## src/rtl/bfha_pkg.sv

```systemverilog
package bfha_pkg;

  localparam int HOLE_COUNT_W = 6;
  localparam int INDEX_W      = 5;
  localparam int SIZE_W       = 16;
  localparam int APB_ADDR_W   = 3;
  localparam int APB_DATA_W   = 32;

  localparam logic CMD_LOAD  = 1'b0;
  localparam logic CMD_ALLOC = 1'b1;

  // Register index is paddr[2].
  localparam logic REG_HOLE_COUNT = 1'b0;

  typedef struct packed {
    logic               command;
    logic [INDEX_W-1:0] hole_index;
    logic [SIZE_W-1:0]  size;
  } in_item_t;

  typedef struct packed {
    logic               granted;
    logic [INDEX_W-1:0] chosen_hole;
    logic [SIZE_W-1:0]  space_left;
  } out_item_t;

endpackage

```

## src/rtl/best_fit_hole_allocator.sv

```systemverilog
// Load: result valid the cycle after the input transfer.
// Allocate: one comparator walks the first min(hole_count, MAX_HOLES) entries of the hole table,
//   one RAM entry per cycle, then an update state writes the result; a zero count skips the walk and refuses.
// One item at a time; the next item is taken the cycle after the result transfer.
// Reset (synchronous, rst high): hole_count goes to 0 and every hole reads as free size 0.
module best_fit_hole_allocator #(
  parameter int MAX_HOLES = 32,
  parameter int SIZE_BITS = 16
) (
  input  logic                               clk,
  input  logic                               rst,
  input  logic                               in_valid,
  output logic                               in_stall,
  input  bfha_pkg::in_item_t                 in_data,
  output logic                               out_valid,
  input  logic                               out_stall,
  output bfha_pkg::out_item_t                out_data,
  input  logic                               psel,
  input  logic                               penable,
  input  logic                               pwrite,
  input  logic [bfha_pkg::APB_ADDR_W-1:0]    paddr,
  input  logic [bfha_pkg::APB_DATA_W-1:0]    pwdata,
  output logic [bfha_pkg::APB_DATA_W-1:0]    prdata,
  output logic                               pready
);

  import bfha_pkg::*;

  localparam int IW = $clog2(MAX_HOLES);
  localparam int CW = $clog2(MAX_HOLES + 1);

  localparam logic [1:0] ST_IDLE   = 2'd0;
  localparam logic [1:0] ST_SCAN   = 2'd1;
  localparam logic [1:0] ST_UPDATE = 2'd2;
  localparam logic [1:0] ST_RESP   = 2'd3;

  logic [1:0]              state;
  logic [HOLE_COUNT_W-1:0] hole_count;
  logic [MAX_HOLES-1:0]    valid;
  logic [SIZE_BITS-1:0]    req;
  logic [IW-1:0]           cmp_idx;
  logic                    found;
  logic [IW-1:0]           best_idx;
  logic [SIZE_BITS-1:0]    best_val;
  logic                    rd_vld;

  logic                    in_fire;
  logic                    cfg_we;
  logic [31:0]             limit_w;
  logic [CW-1:0]           limit;
  logic                    scan_last;
  logic [31:0]             size_w;
  logic [SIZE_BITS-1:0]    size_cut;
  logic [31:0]             idx_w;
  logic [IW-1:0]           load_addr;
  logic                    load_in_range;
  logic [SIZE_BITS-1:0]    cur_val;
  logic                    fits;
  logic                    better;
  logic [SIZE_BITS-1:0]    remain;
  logic [31:0]             best_w;
  logic [31:0]             remain_w;

  logic                    ram_we;
  logic [IW-1:0]           ram_waddr;
  logic [SIZE_BITS-1:0]    ram_wdata;
  logic                    ram_re;
  logic [IW-1:0]           ram_raddr;
  logic [SIZE_BITS-1:0]    ram_rdata;

  // Configuration port
  assign pready = 1'b1;
  assign cfg_we = psel && penable && pwrite && pready && (paddr[2] == REG_HOLE_COUNT);

  always_comb begin
    prdata = '0;
    if (paddr[2] == REG_HOLE_COUNT) begin
      prdata[HOLE_COUNT_W-1:0] = hole_count;
    end
  end

  // Input decode
  assign in_stall      = (state != ST_IDLE);
  assign in_fire       = in_valid && !in_stall;
  assign size_w        = 32'(in_data.size);
  assign size_cut      = size_w[SIZE_BITS-1:0];
  assign idx_w         = 32'(in_data.hole_index);
  assign load_addr     = idx_w[IW-1:0];
  assign load_in_range = (idx_w < 32'(MAX_HOLES));

  // Clamp the search length to the table size
  assign limit_w   = (32'(hole_count) > 32'(MAX_HOLES)) ? 32'(MAX_HOLES) : 32'(hole_count);
  assign limit     = limit_w[CW-1:0];
  assign scan_last = ((CW'(cmp_idx) + CW'(1)) == limit);

  // Shared compare unit
  assign cur_val = rd_vld ? ram_rdata : '0;
  assign fits    = (cur_val >= req);
  assign better  = !found || (cur_val < best_val);
  assign remain  = best_val - req;

  assign best_w   = 32'(best_idx);
  assign remain_w = 32'(remain);

  // RAM port control
  always_comb begin
    ram_we    = 1'b0;
    ram_waddr = load_addr;
    ram_wdata = size_cut;
    ram_re    = 1'b0;
    ram_raddr = '0;
    case (state)
      ST_IDLE: begin
        ram_we = in_fire && (in_data.command == CMD_LOAD) && load_in_range;
        ram_re = in_fire && (in_data.command == CMD_ALLOC);
      end
      ST_SCAN: begin
        ram_re    = !scan_last;
        ram_raddr = cmp_idx + IW'(1);
      end
      ST_UPDATE: begin
        ram_we    = found;
        ram_waddr = best_idx;
        ram_wdata = remain;
      end
      default: begin
        ram_we = 1'b0;
      end
    endcase
  end

  bfha_ram #(
    .WIDTH(SIZE_BITS),
    .DEPTH(MAX_HOLES)
  ) u_ram (
    .clk  (clk),
    .we   (ram_we),
    .waddr(ram_waddr),
    .wdata(ram_wdata),
    .re   (ram_re),
    .raddr(ram_raddr),
    .rdata(ram_rdata)
  );

  // Valid bit travels with the read data; an unwritten hole reads as zero
  always_ff @(posedge clk) begin
    if (ram_re) begin
      rd_vld <= valid[ram_raddr];
    end
  end

  always_ff @(posedge clk) begin
    if (rst) begin
      state      <= ST_IDLE;
      hole_count <= '0;
      valid      <= '0;
      out_valid  <= 1'b0;
      found      <= 1'b0;
    end else begin
      if (cfg_we) begin
        hole_count <= pwdata[HOLE_COUNT_W-1:0];
      end
      case (state)
        ST_IDLE: begin
          if (in_fire) begin
            req     <= size_cut;
            found   <= 1'b0;
            cmp_idx <= '0;
            if (in_data.command == CMD_LOAD) begin
              if (load_in_range) begin
                valid[load_addr] <= 1'b1;
              end
              out_data  <= '0;
              out_valid <= 1'b1;
              state     <= ST_RESP;
            end else if (limit == '0) begin
              out_data  <= '0;
              out_valid <= 1'b1;
              state     <= ST_RESP;
            end else begin
              state <= ST_SCAN;
            end
          end
        end
        ST_SCAN: begin
          if (fits && better) begin
            found    <= 1'b1;
            best_idx <= cmp_idx;
            best_val <= cur_val;
          end
          if (scan_last) begin
            state <= ST_UPDATE;
          end else begin
            cmp_idx <= cmp_idx + IW'(1);
          end
        end
        ST_UPDATE: begin
          if (found) begin
            valid[best_idx]      <= 1'b1;
            out_data.granted     <= 1'b1;
            out_data.chosen_hole <= best_w[INDEX_W-1:0];
            out_data.space_left  <= remain_w[SIZE_W-1:0];
          end else begin
            out_data <= '0;
          end
          out_valid <= 1'b1;
          state     <= ST_RESP;
        end
        ST_RESP: begin
          // Hold the result until the transfer completes
          if (!out_stall) begin
            out_valid <= 1'b0;
            state     <= ST_IDLE;
          end
        end
        default: begin
          state <= ST_IDLE;
        end
      endcase
    end
  end

endmodule

```

## src/rtl/bfha_ram.sv

```systemverilog
module bfha_ram #(
  parameter int WIDTH = 16,
  parameter int DEPTH = 32
) (
  input  logic                     clk,
  input  logic                     we,
  input  logic [$clog2(DEPTH)-1:0] waddr,
  input  logic [WIDTH-1:0]         wdata,
  input  logic                     re,
  input  logic [$clog2(DEPTH)-1:0] raddr,
  output logic [WIDTH-1:0]         rdata
);

  logic [WIDTH-1:0] mem [DEPTH];

  always_ff @(posedge clk) begin
    if (we) begin
      mem[waddr] <= wdata;
    end
    if (re) begin
      rdata <= mem[raddr];
    end
  end

endmodule

```

## config.mk

```make
export PLATFORM = sky130hd
export DESIGN_NAME = best_fit_hole_allocator
export DESIGN_NICKNAME = d
export VERILOG_FILES = /design/src/rtl/bfha_pkg.sv /design/src/rtl/best_fit_hole_allocator.sv /design/src/rtl/bfha_ram.sv
export SDC_FILE = /design/constraint.sdc
export NUM_CORES = 1
export LEC_CHECK = 0
export BUFFER_PORTS_ARGS = -buffer_cell sky130_fd_sc_hd__buf_2
export CORE_MARGIN = 8
export CORE_UTILIZATION = 66
export CTS_CLUSTER_DIAMETER = 50
export DETAILED_ROUTE_END_ITERATION = 12
export GPL_TIMING_DRIVEN = 0
export HOLD_SLACK_MARGIN = 0.1
export PLACE_DENSITY = 0.85
export SLEW_MARGIN = 25
export SYNTH_ARGS = -nofsm -noshare
export SYNTH_HDL_FRONTEND = slang
export SYNTH_HIERARCHICAL = 1
export SYNTH_SLANG_ARGS = --single-unit
export TNS_END_PERCENT = 30
```

## constraint.sdc

```tcl
create_clock -name clk -period 6.1 [get_ports clk]
set_input_delay 0 -clock clk [delete_from_list [all_inputs] [get_ports clk]]
set_output_delay 0 -clock clk [all_outputs]
set_load 0.005 [all_outputs]
```

==> flow_summary.rst, run 1 <==
.. list-table::
   :header-rows: 1

   * - Metric
     - Value
   * - Data required time at the worst endpoint
     - 6.31 ns
   * - Count of placed standard cells in the final layout, fillers left out
     - 2623
   * - Worst slew slack as a fraction of its limit
     - 32.3%
   * - Number of hold violations in the final report
     - 0
   * - Wire length of the first global-routing pass
     - 102 mm
   * - Chip Height
     - 220 um
   * - Post-route minimum period
     - 4.32 ns
   * - Critical path buffer and inverter count
     - 4
   * - Die X
     - 220 um
   * - Crit. End Element
     - flip-flop
   * - Final clock period utilization by the worst path
     - 70.8%
   * - Pre-antenna DRT Iters
     - 7
   * - Placed inst area
     - 0.0289 mm^2
   * - Violation count after the first detailed-route iteration
     - 2225
   * - Achievable clock frequency
     - 231 MHz
   * - Power density over cell area
     - 395 mW/mm^2
   * - Number of DRC violations after detailed routing
     - 0
   * - Setup repair after global routing missed its margin
     - false
   * - Mapped Cells
     - 1832
   * - Num CTS Buffers
     - 66
   * - Internal power
     - 0.00855 W
   * - Critical path's top delay family
     - buffers and inverters
   * - Gr ovfl total
     - 0
   * - # Post-CTS Setup Buffers
     - 0
   * - Worst vdd rail ir drop
     - 0.242 mV
   * - Logic pwr share
     - 26.2%
   * - Count of nets after finishing
     - 2158
   * - Ys flop type
     - sky130_fd_sc_hd__edfxtp_1
   * - Final setup fails
     - 0
   * - Clk Tree Root Cell
     - sky130_fd_sc_hd__clkbuf_16
   * - Cell Area, Synth
     - 0.0273 mm^2
   * - Diodes inserted
     - 0
   * - Total wire length after detailed routing
     - 68.3 mm
   * - Area leader, netlist
     - sky130_fd_sc_hd__edfxtp_1
   * - Number of buffer cells added on primary ports
     - 65
   * - Run status
     - completed
   * - Count of final max-slew check failures
     - 0
   * - PostCTS Resize Cnt
     - 0
   * - Routed length per placed instance
     - 26.0 um
   * - Total number of vias
     - 17100
   * - Post-route setup TNS
     - 0 ns
   * - Critical-path top delay cell
     - sky130_fd_sc_hd__nor2_2
   * - Clock Power Share
     - 30.3%
   * - Flop pwr share
     - 43.4%
   * - Clock tree from TritonCTS
     - done
   * - Cells along the critical path
     - inv_1, ha_1, buf_1, clkbuf_1, o21ai_0, or3b_2, clkbuf_1, nor2_2
   * - Worst path arrival time
     - 4.53 ns
   * - Switching share of power
     - 30.9%
   * - Count of clock tree sinks
     - 635
   * - Share of cells above drive strength 1
     - 15.9%
   * - FFs w/ async S/R, synth
     - 0%
   * - Starting density of the core
     - 67.0%
   * - Number of max-cap violations
     - 0
   * - Number of warnings printed during yosys synthesis
     - 6
   * - Top area cells in the synthesized netlist
     - sky130_fd_sc_hd__edfxtp_1, sky130_fd_sc_hd__mux2i_1, sky130_fd_sc_hd__dfxtp_1, sky130_fd_sc_hd__ha_1, sky130_fd_sc_hd__a22oi_1
   * - Detail Placement HPWL
     - 45.3 mm
   * - Highest cell delay on the worst timing path
     - 0.89 ns
   * - Type of the worst setup path
     - flip-flop to flip-flop
   * - Portion of synthesized cell area occupied by the leading cell type
     - 65.1%
   * - Core region area
     - 0.0408 mm^2
   * - Mean cell area of the mapped netlist
     - 14.9 um^2
   * - H-tree depth reported by CTS
     - 3
   * - Most numerous cell in the Yosys netlist
     - sky130_fd_sc_hd__edfxtp_1
   * - Tightest hold margin
     - 0.136 ns
   * - Synthesis-to-layout area growth
     - 14.5%
   * - Final cell area excluding filler cells
     - 0.0313 mm^2
   * - # placed instances
     - 2473
   * - Share of the yosys chip area belonging to registers
     - 68.2%
   * - Via density per instance
     - 6.54
   * - Unique cell type count in the Yosys netlist
     - 68
   * - Die Footprint
     - 0.0482 mm^2
   * - Routability congestion estimate
     - 0.932
   * - Maximum number of pins on one net before global-route repair
     - 33
   * - Maximum buffer depth of the clock tree
     - 3
   * - Worst-skew pair later-pin latency
     - 0.58 ns
   * - Psw
     - 0.00382 W
   * - Worst Hold Class
     - input pin to flip-flop
   * - Number of nets still failing antenna checks after routing
     - 0
   * - CP startpoint kind
     - flip-flop
   * - Number of antenna violations at the first check in global routing
     - 0
   * - Post-synth EDFFs
     - 593
   * - Static power due to leakage
     - 10.7 nW
   * - Cell Rows
     - 74
   * - Clock-pin slew of the registers on the worst-case setup and hold paths
     - 0.06 ns
   * - Count of state elements after synthesis
     - 635
   * - Measured slew at the worst slew-check pin
     - 1.02 ns
   * - Final setup skew
     - 0.0273 ns
   * - Most Frequent Cell on Critical Path
     - sky130_fd_sc_hd__clkbuf_1
   * - Global routing usage summed across all routing layers
     - 28.3%
   * - Boundary pin count
     - 121
   * - Number of global-route vias before repair
     - 17000
   * - Ranking of synthesized cells by instance count
     - sky130_fd_sc_hd__edfxtp_1, sky130_fd_sc_hd__mux2i_1, sky130_fd_sc_hd__nor2_1
   * - Largest fanout on the critical path
     - 16
layout make-up:
cell class / instances / area, um^2
clock buffers: 87 / 1800
flip-flops and latches: 635 / 18600
fillers: 2242 / 9520
plain buffers: 119 / 847
clock inverters: 27 / 201
multi-input cells: 1054 / 7990
inverters: 49 / 184
repair buffers: 120 / 968
well taps: 532 / 666
metrics by stage:
step / setup slack (ns) / power, W / utilization (%)
6_report: 1.78 / 0.0124 / 76.7
5_1_grt: 1.62 / 0.0127 / 76.7
4_1_cts: 1.92 / 0.0123 / 76.7
3_5_place_dp: 1.97 / 0.00858 / 70.9
3_3_place_gp: -0.410 / 0.00829 / 69.6
2_1_floorplan: 2.28 / 0.00732 / -
registers in the layout, summed over array words and instances (netlist names):
signal and count:
out_valid 1, best_val 16, found 1, u_ram/mem 512, state 2, rd_vld 1
u_ram/rdata 16, hole_count 6, out_data 22, best_idx 5, valid 32, cmp_idx 5
req 16
path summary, 6_finish.rpt:
path	from	endpoint	slack (ns)	cells past startpoint
setup / recovery	state[0]$_SDFFE_PP0P_	u_ram/mem[24][4]$_DFFE_PP_	1.78	8
hold / removal	pwrite	hole_count[0]$_SDFFE_PP0P_	0.14	4
setup reg to reg	state[0]$_SDFFE_PP0P_	u_ram/mem[24][4]$_DFFE_PP_	1.78	8
hold reg to reg	valid[16]$_SDFFE_PP0P_	valid[16]$_SDFFE_PP0P_	0.46	2
cell usage in the layout, fill, tap and decap left out, drive strengths merged, types with 3 or more instances in the layout:
cell type    netlist  layout
a211oi            13      13
a21o              11      11
a21oi             85      85
a22o              32      32
a22oi             64      64
a311oi             3       3
a31oi             23      23
and2              26      26
and3              11      11
buf               90     174
clkbuf            29     116
clkinv             0      21
conb               2      27
dfxtp             42      42
dlygate4sd3        0      36
edfxtp           593     593
ha                48      48
inv               49      51
mux2              12      12
mux2i            280     280
mux4               3       3
nand2             66      66
nand2b             9       9
nand3             48      48
nand3b            13      13
nand4             19      19
nor2             108     108
nor2b             11      11
nor3              32      32
o2111ai            3       3
o21a               8       8
o21ai             16      16
o22ai             33      33
o31ai              7       7
or3                6       6
or3b               6       6
xnor2              6       6
xor2               6       6
tightest hold or removal path, cell delays in order:
cell                       delay (ns)
sky130_fd_sc_hd__buf_2           0.10
sky130_fd_sc_hd__nand4b_1        0.30
sky130_fd_sc_hd__mux2i_1         0.14
sky130_fd_sc_hd__nor2_1          0.12
repair_timing:
| item | CTS | global route |
|---|---|---|
| endpoints found under the hold margin | 242 | 0 |
| hold buffers | 36 | 0 |
| endpoints found under the setup margin | 0 | 0 |
power groups by stage:
| stage | logic [W] | registers (W) | clock network [W] |
|---|---|---|---|
| 3_3_place_gp | 0.00279 | 0.00550 | 0 |
| 2_1_floorplan | 0.00186 | 0.00546 | 0 |
| 4_1_cts | 0.00316 | 0.00537 | 0.00379 |
| 5_1_grt | 0.00338 | 0.00539 | 0.00396 |
| 6_report | 0.00325 | 0.00538 | 0.00375 |
| 3_5_place_dp | 0.00311 | 0.00546 | 0 |
logic make-up after synthesis:
group / after synthesis / synth area share, %
AO/OA/AOI/OAI: 307 / 7.57
XOR/XNOR: 14 / 0.549
adder cells (fa/ha/maj): 51 / 2.34
buffers and inverters: 168 / 3.77
flip-flops: 635 / 68.2
multiplexers: 295 / 11.0
other: 2 / 0.0275
AND/OR/NAND/NOR: 360 / 6.52
layer usage:
metal  GRT usage [%]  up-vias  part of all wire (%)
met5               0        -                     0
met3            5.72      189                    11
met1            36.9     8394                    37
li1                -     7448                     -
met4            13.0        0                   4.5
met2            45.7     1114                    47
Note: power is estimated with default switching activity, not from simulation.
==> run 2: changes to the inputs <==
--- a/config.mk
+++ b/config.mk
@@ -7,12 +7,12 @@
 export LEC_CHECK = 0
 export BUFFER_PORTS_ARGS = -buffer_cell sky130_fd_sc_hd__buf_2
 export CORE_MARGIN = 8
-export CORE_UTILIZATION = 66
+export CORE_UTILIZATION = 62
 export CTS_CLUSTER_DIAMETER = 50
 export DETAILED_ROUTE_END_ITERATION = 12
 export GPL_TIMING_DRIVEN = 0
 export HOLD_SLACK_MARGIN = 0.1
-export PLACE_DENSITY = 0.85
+export PLACE_DENSITY = 0.8
 export SLEW_MARGIN = 25
 export SYNTH_ARGS = -nofsm -noshare
 export SYNTH_HDL_FRONTEND = slang
==> constraint.sdc (replaced) <==
create_clock -name clk -period 4.14 [get_ports clk]
set_input_delay 0 -clock clk [delete_from_list [all_inputs] [get_ports clk]]
set_output_delay 0 -clock clk [all_outputs]
set_load 0.005 [all_outputs]
==> flow_summary.rst, run 2 (same netlist as run 1, synthesis figures left out) <==
.. list-table::
   :header-rows: 1

   * - Metric
     - Value
   * - Count of nets after finishing
     - 2165 (was 2158)
   * - Crit. End Element
     - flip-flop (unchanged)
   * - Maximum number of pins on one net before global-route repair
     - 33 (unchanged)
   * - Violation count after the first detailed-route iteration
     - 1898 (was 2225)
   * - Final cell area excluding filler cells
     - 0.0315 mm^2 (was 0.0313 mm^2)
   * - Measured slew at the worst slew-check pin
     - 1.02 ns (about the same)
   * - Highest cell delay on the worst timing path
     - 0.92 ns (was 0.89 ns)
   * - Num CTS Buffers
     - 68 (was 66)
   * - Share of cells above drive strength 1
     - 16.2% (was 15.9%)
   * - Number of antenna violations at the first check in global routing
     - 1 (was 0)
   * - Worst vdd rail ir drop
     - 0.352 mV (was 0.242 mV)
   * - Number of nets still failing antenna checks after routing
     - 0 (unchanged)
   * - Core region area
     - 0.0438 mm^2 (was 0.0408 mm^2)
   * - Total number of vias
     - 16800 (was 17100)
   * - Power after layout
     - 0.0184 W (was 0.0124 W)
   * - Type of the worst setup path
     - flip-flop to flip-flop (unchanged)
   * - Number of max-cap violations
     - 0 (unchanged)
   * - Worst slew slack as a fraction of its limit
     - 31.8% (was 32.3%)
   * - Gr ovfl total
     - 0 (unchanged)
   * - Number of hold violations in the final report
     - 0 (unchanged)
   * - Power density over cell area
     - 584 mW/mm^2 (was 395 mW/mm^2)
   * - Detail Placement HPWL
     - 44.6 mm (was 45.3 mm)
   * - Achievable clock frequency
     - 238 MHz (was 231 MHz)
   * - Number of DRC violations after detailed routing
     - 0 (unchanged)
   * - Register Area
     - 0.0186 mm^2 (unchanged)
   * - Worst path arrival time
     - 4.41 ns (was 4.53 ns)
   * - Diodes inserted
     - 0 (unchanged)
   * - Clock tree from TritonCTS
     - done (unchanged)
   * - Placed inst area
     - 0.0290 mm^2 (was 0.0289 mm^2)
   * - Starting density of the core
     - 62.4% (was 67.0%)
   * - Final setup fails
     - 32 (was 0)
   * - Clk Tree Root Cell
     - sky130_fd_sc_hd__clkbuf_16 (unchanged)
   * - Count of placed standard cells in the final layout, fillers left out
     - 2692 (was 2623)
   * - Cells along the critical path
     - inv_1, ha_1, buf_1, clkbuf_1, o21ai_0, or3b_2, clkbuf_1, nor2_2 (unchanged)
   * - Setup ws final
     - -0.0693 ns (was 1.78 ns)
   * - Most common cell after layout, fill and taps aside
     - sky130_fd_sc_hd__edfxtp_1 (unchanged)
   * - Total wire length after detailed routing
     - 67.2 mm (was 68.3 mm)
   * - Boundary pin count
     - 121 (unchanged)
   * - Final clock period utilization by the worst path
     - 102% (was 70.8%)
   * - Max FFs per register
     - 512 (unchanged)
   * - Register with the most flip-flops
     - u_ram/mem (unchanged)
   * - Cell Rows
     - 77 (was 74)
   * - Worst Hold Class
     - input pin to flip-flop (unchanged)
   * - Wire length of the first global-routing pass
     - 99.1 mm (was 102 mm)
   * - Count of clock tree sinks
     - 635 (unchanged)
   * - Maximum buffer depth of the clock tree
     - 3 (unchanged)
   * - Routed length per placed instance
     - 24.9 um (was 26.0 um)
   * - # Post-CTS Setup Buffers
     - 0 (unchanged)
   * - Count of final max-slew check failures
     - 0 (unchanged)
   * - Die X
     - 226 um (was 220 um)
   * - Via density per instance
     - 6.24 (was 6.54)
   * - Synthesis-to-layout area growth
     - 15.3% (was 14.5%)
   * - Largest registers
     - u_ram/mem x512, valid x32, out_data x22 (unchanged)
   * - Setup repair after global routing missed its margin
     - true (was false)
   * - Static power due to leakage
     - 10.7 nW (about the same)
   * - Number of buffer cells added on primary ports
     - 65 (unchanged)
   * - Post-route minimum period
     - 4.21 ns (was 4.32 ns)
   * - Failing checks
     - setup timing
   * - Count of filler cells inserted in the layout
     - 2707 (was 2242)
   * - Global routing usage summed across all routing layers
     - 26.1% (was 28.3%)
   * - Largest fanout on the critical path
     - 16 (unchanged)
   * - Run status
     - finished with violations (was completed)
   * - Critical-path top delay cell
     - sky130_fd_sc_hd__nor2_2 (unchanged)
   * - Worst-skew pair later-pin latency
     - 0.59 ns (was 0.58 ns)
   * - H-tree depth reported by CTS
     - 3 (unchanged)
   * - # placed instances
     - 2535 (was 2473)
   * - CP startpoint kind
     - flip-flop (unchanged)
   * - Highest-count cells in the layout ignoring fill and taps
     - sky130_fd_sc_hd__edfxtp_1, sky130_fd_sc_hd__mux2i_1, sky130_fd_sc_hd__buf_2 (unchanged)
   * - Chip Height
     - 226 um (was 220 um)
   * - Number of global-route vias before repair
     - 16200 (was 17000)
   * - Data required time at the worst endpoint
     - 4.34 ns (was 6.31 ns)
   * - Final setup skew
     - 0.0267 ns (was 0.0273 ns)
   * - Most Frequent Cell on Critical Path
     - sky130_fd_sc_hd__clkbuf_1 (unchanged)
   * - Die Footprint
     - 0.0511 mm^2 (was 0.0482 mm^2)
   * - Total area of multi-input combinational cells
     - 0.00800 mm^2 (was 0.00799 mm^2)
   * - Pre-antenna DRT Iters
     - 5 (was 7)
   * - Clock-pin slew of the registers on the worst-case setup and hold paths
     - 0.06 ns (about the same)
   * - Routability congestion estimate
     - 0.963 (was 0.932)
[run 2: report_power, final]
part           total, W  leakage, nW  switching [W]  internal [W]
Combinational   0.00474         4.00        0.00316       0.00158
Sequential      0.00792         5.71      0.0000995       0.00782
Clock           0.00575         1.03        0.00241       0.00335
[run 2: layer usage]
metal	up-vias	routed length (um)	track usage (%)	part of all wire (%)
met5	-	0	0	0
met4	0	2820	11.6	4.2
met3	167	6690	4.77	10
met2	948	31600	41.7	47
met1	8212	26100	34.9	39
li1	7473	-	-	-
[run 2: area by class of cell]
class / count / area share [%]
repair buffers: 125 / 3.15
multi-input cells: 1054 / 25.4
plain buffers: 119 / 2.69
well taps: 592 / 2.35
inverters: 49 / 0.584
clock buffers: 81 / 5.69
flip-flops and latches: 635 / 59.2
clock inverters: 37 / 0.977
[run 2: metrics by stage]
stage / TNS, ns / hold WS (ns) / setup WS [ns] / util (%)
global route: -48.37 / 0.144 / -0.260 / 71.9
global placement: -479.77 / 0.196 / -2.50 / 65.0
detailed placement: 0 / 0.196 / 0.0617 / 66.2
CTS: 0 / 0.117 / 0.0126 / 71.9
finish: -1.20 / 0.143 / -0.0693 / 71.9
floorplan: 0 / 0.0269 / 0.321 / -
[run 2: what timing repair did]
item	4_1_cts	5_1_grt
setup endpoints to repair	0	448
gates resized for setup	0	2
hold endpoints to repair	257	0
hold buffers	39	0
[run 2: worst max-delay path: cells and delay by family (launching register included)]
kind            cells  cell delay (ns)
flops               1             0.36
fa+ha+maj           1             0.21
simple gates        2             1.43
compound gates      1             0.36
buf+inv             4             1.45
[run 2: path summary, 6_finish.rpt]
| path | to | slack [ns] | cells past startpoint | from |
|---|---|---|---|---|
| worst min register to register | valid[22]$_SDFFE_PP0P_ | 0.47 | 2 | valid[22]$_SDFFE_PP0P_ |
| worst max-delay path | u_ram/mem[24][11]$_DFFE_PP_ | -0.07 | 8 | state[0]$_SDFFE_PP0P_ |
| worst max register to register | u_ram/mem[24][11]$_DFFE_PP_ | -0.07 | 8 | state[0]$_SDFFE_PP0P_ |
| worst min-delay path | req[13]$_DFFE_PP_ | 0.14 | 2 | in_data[13] |
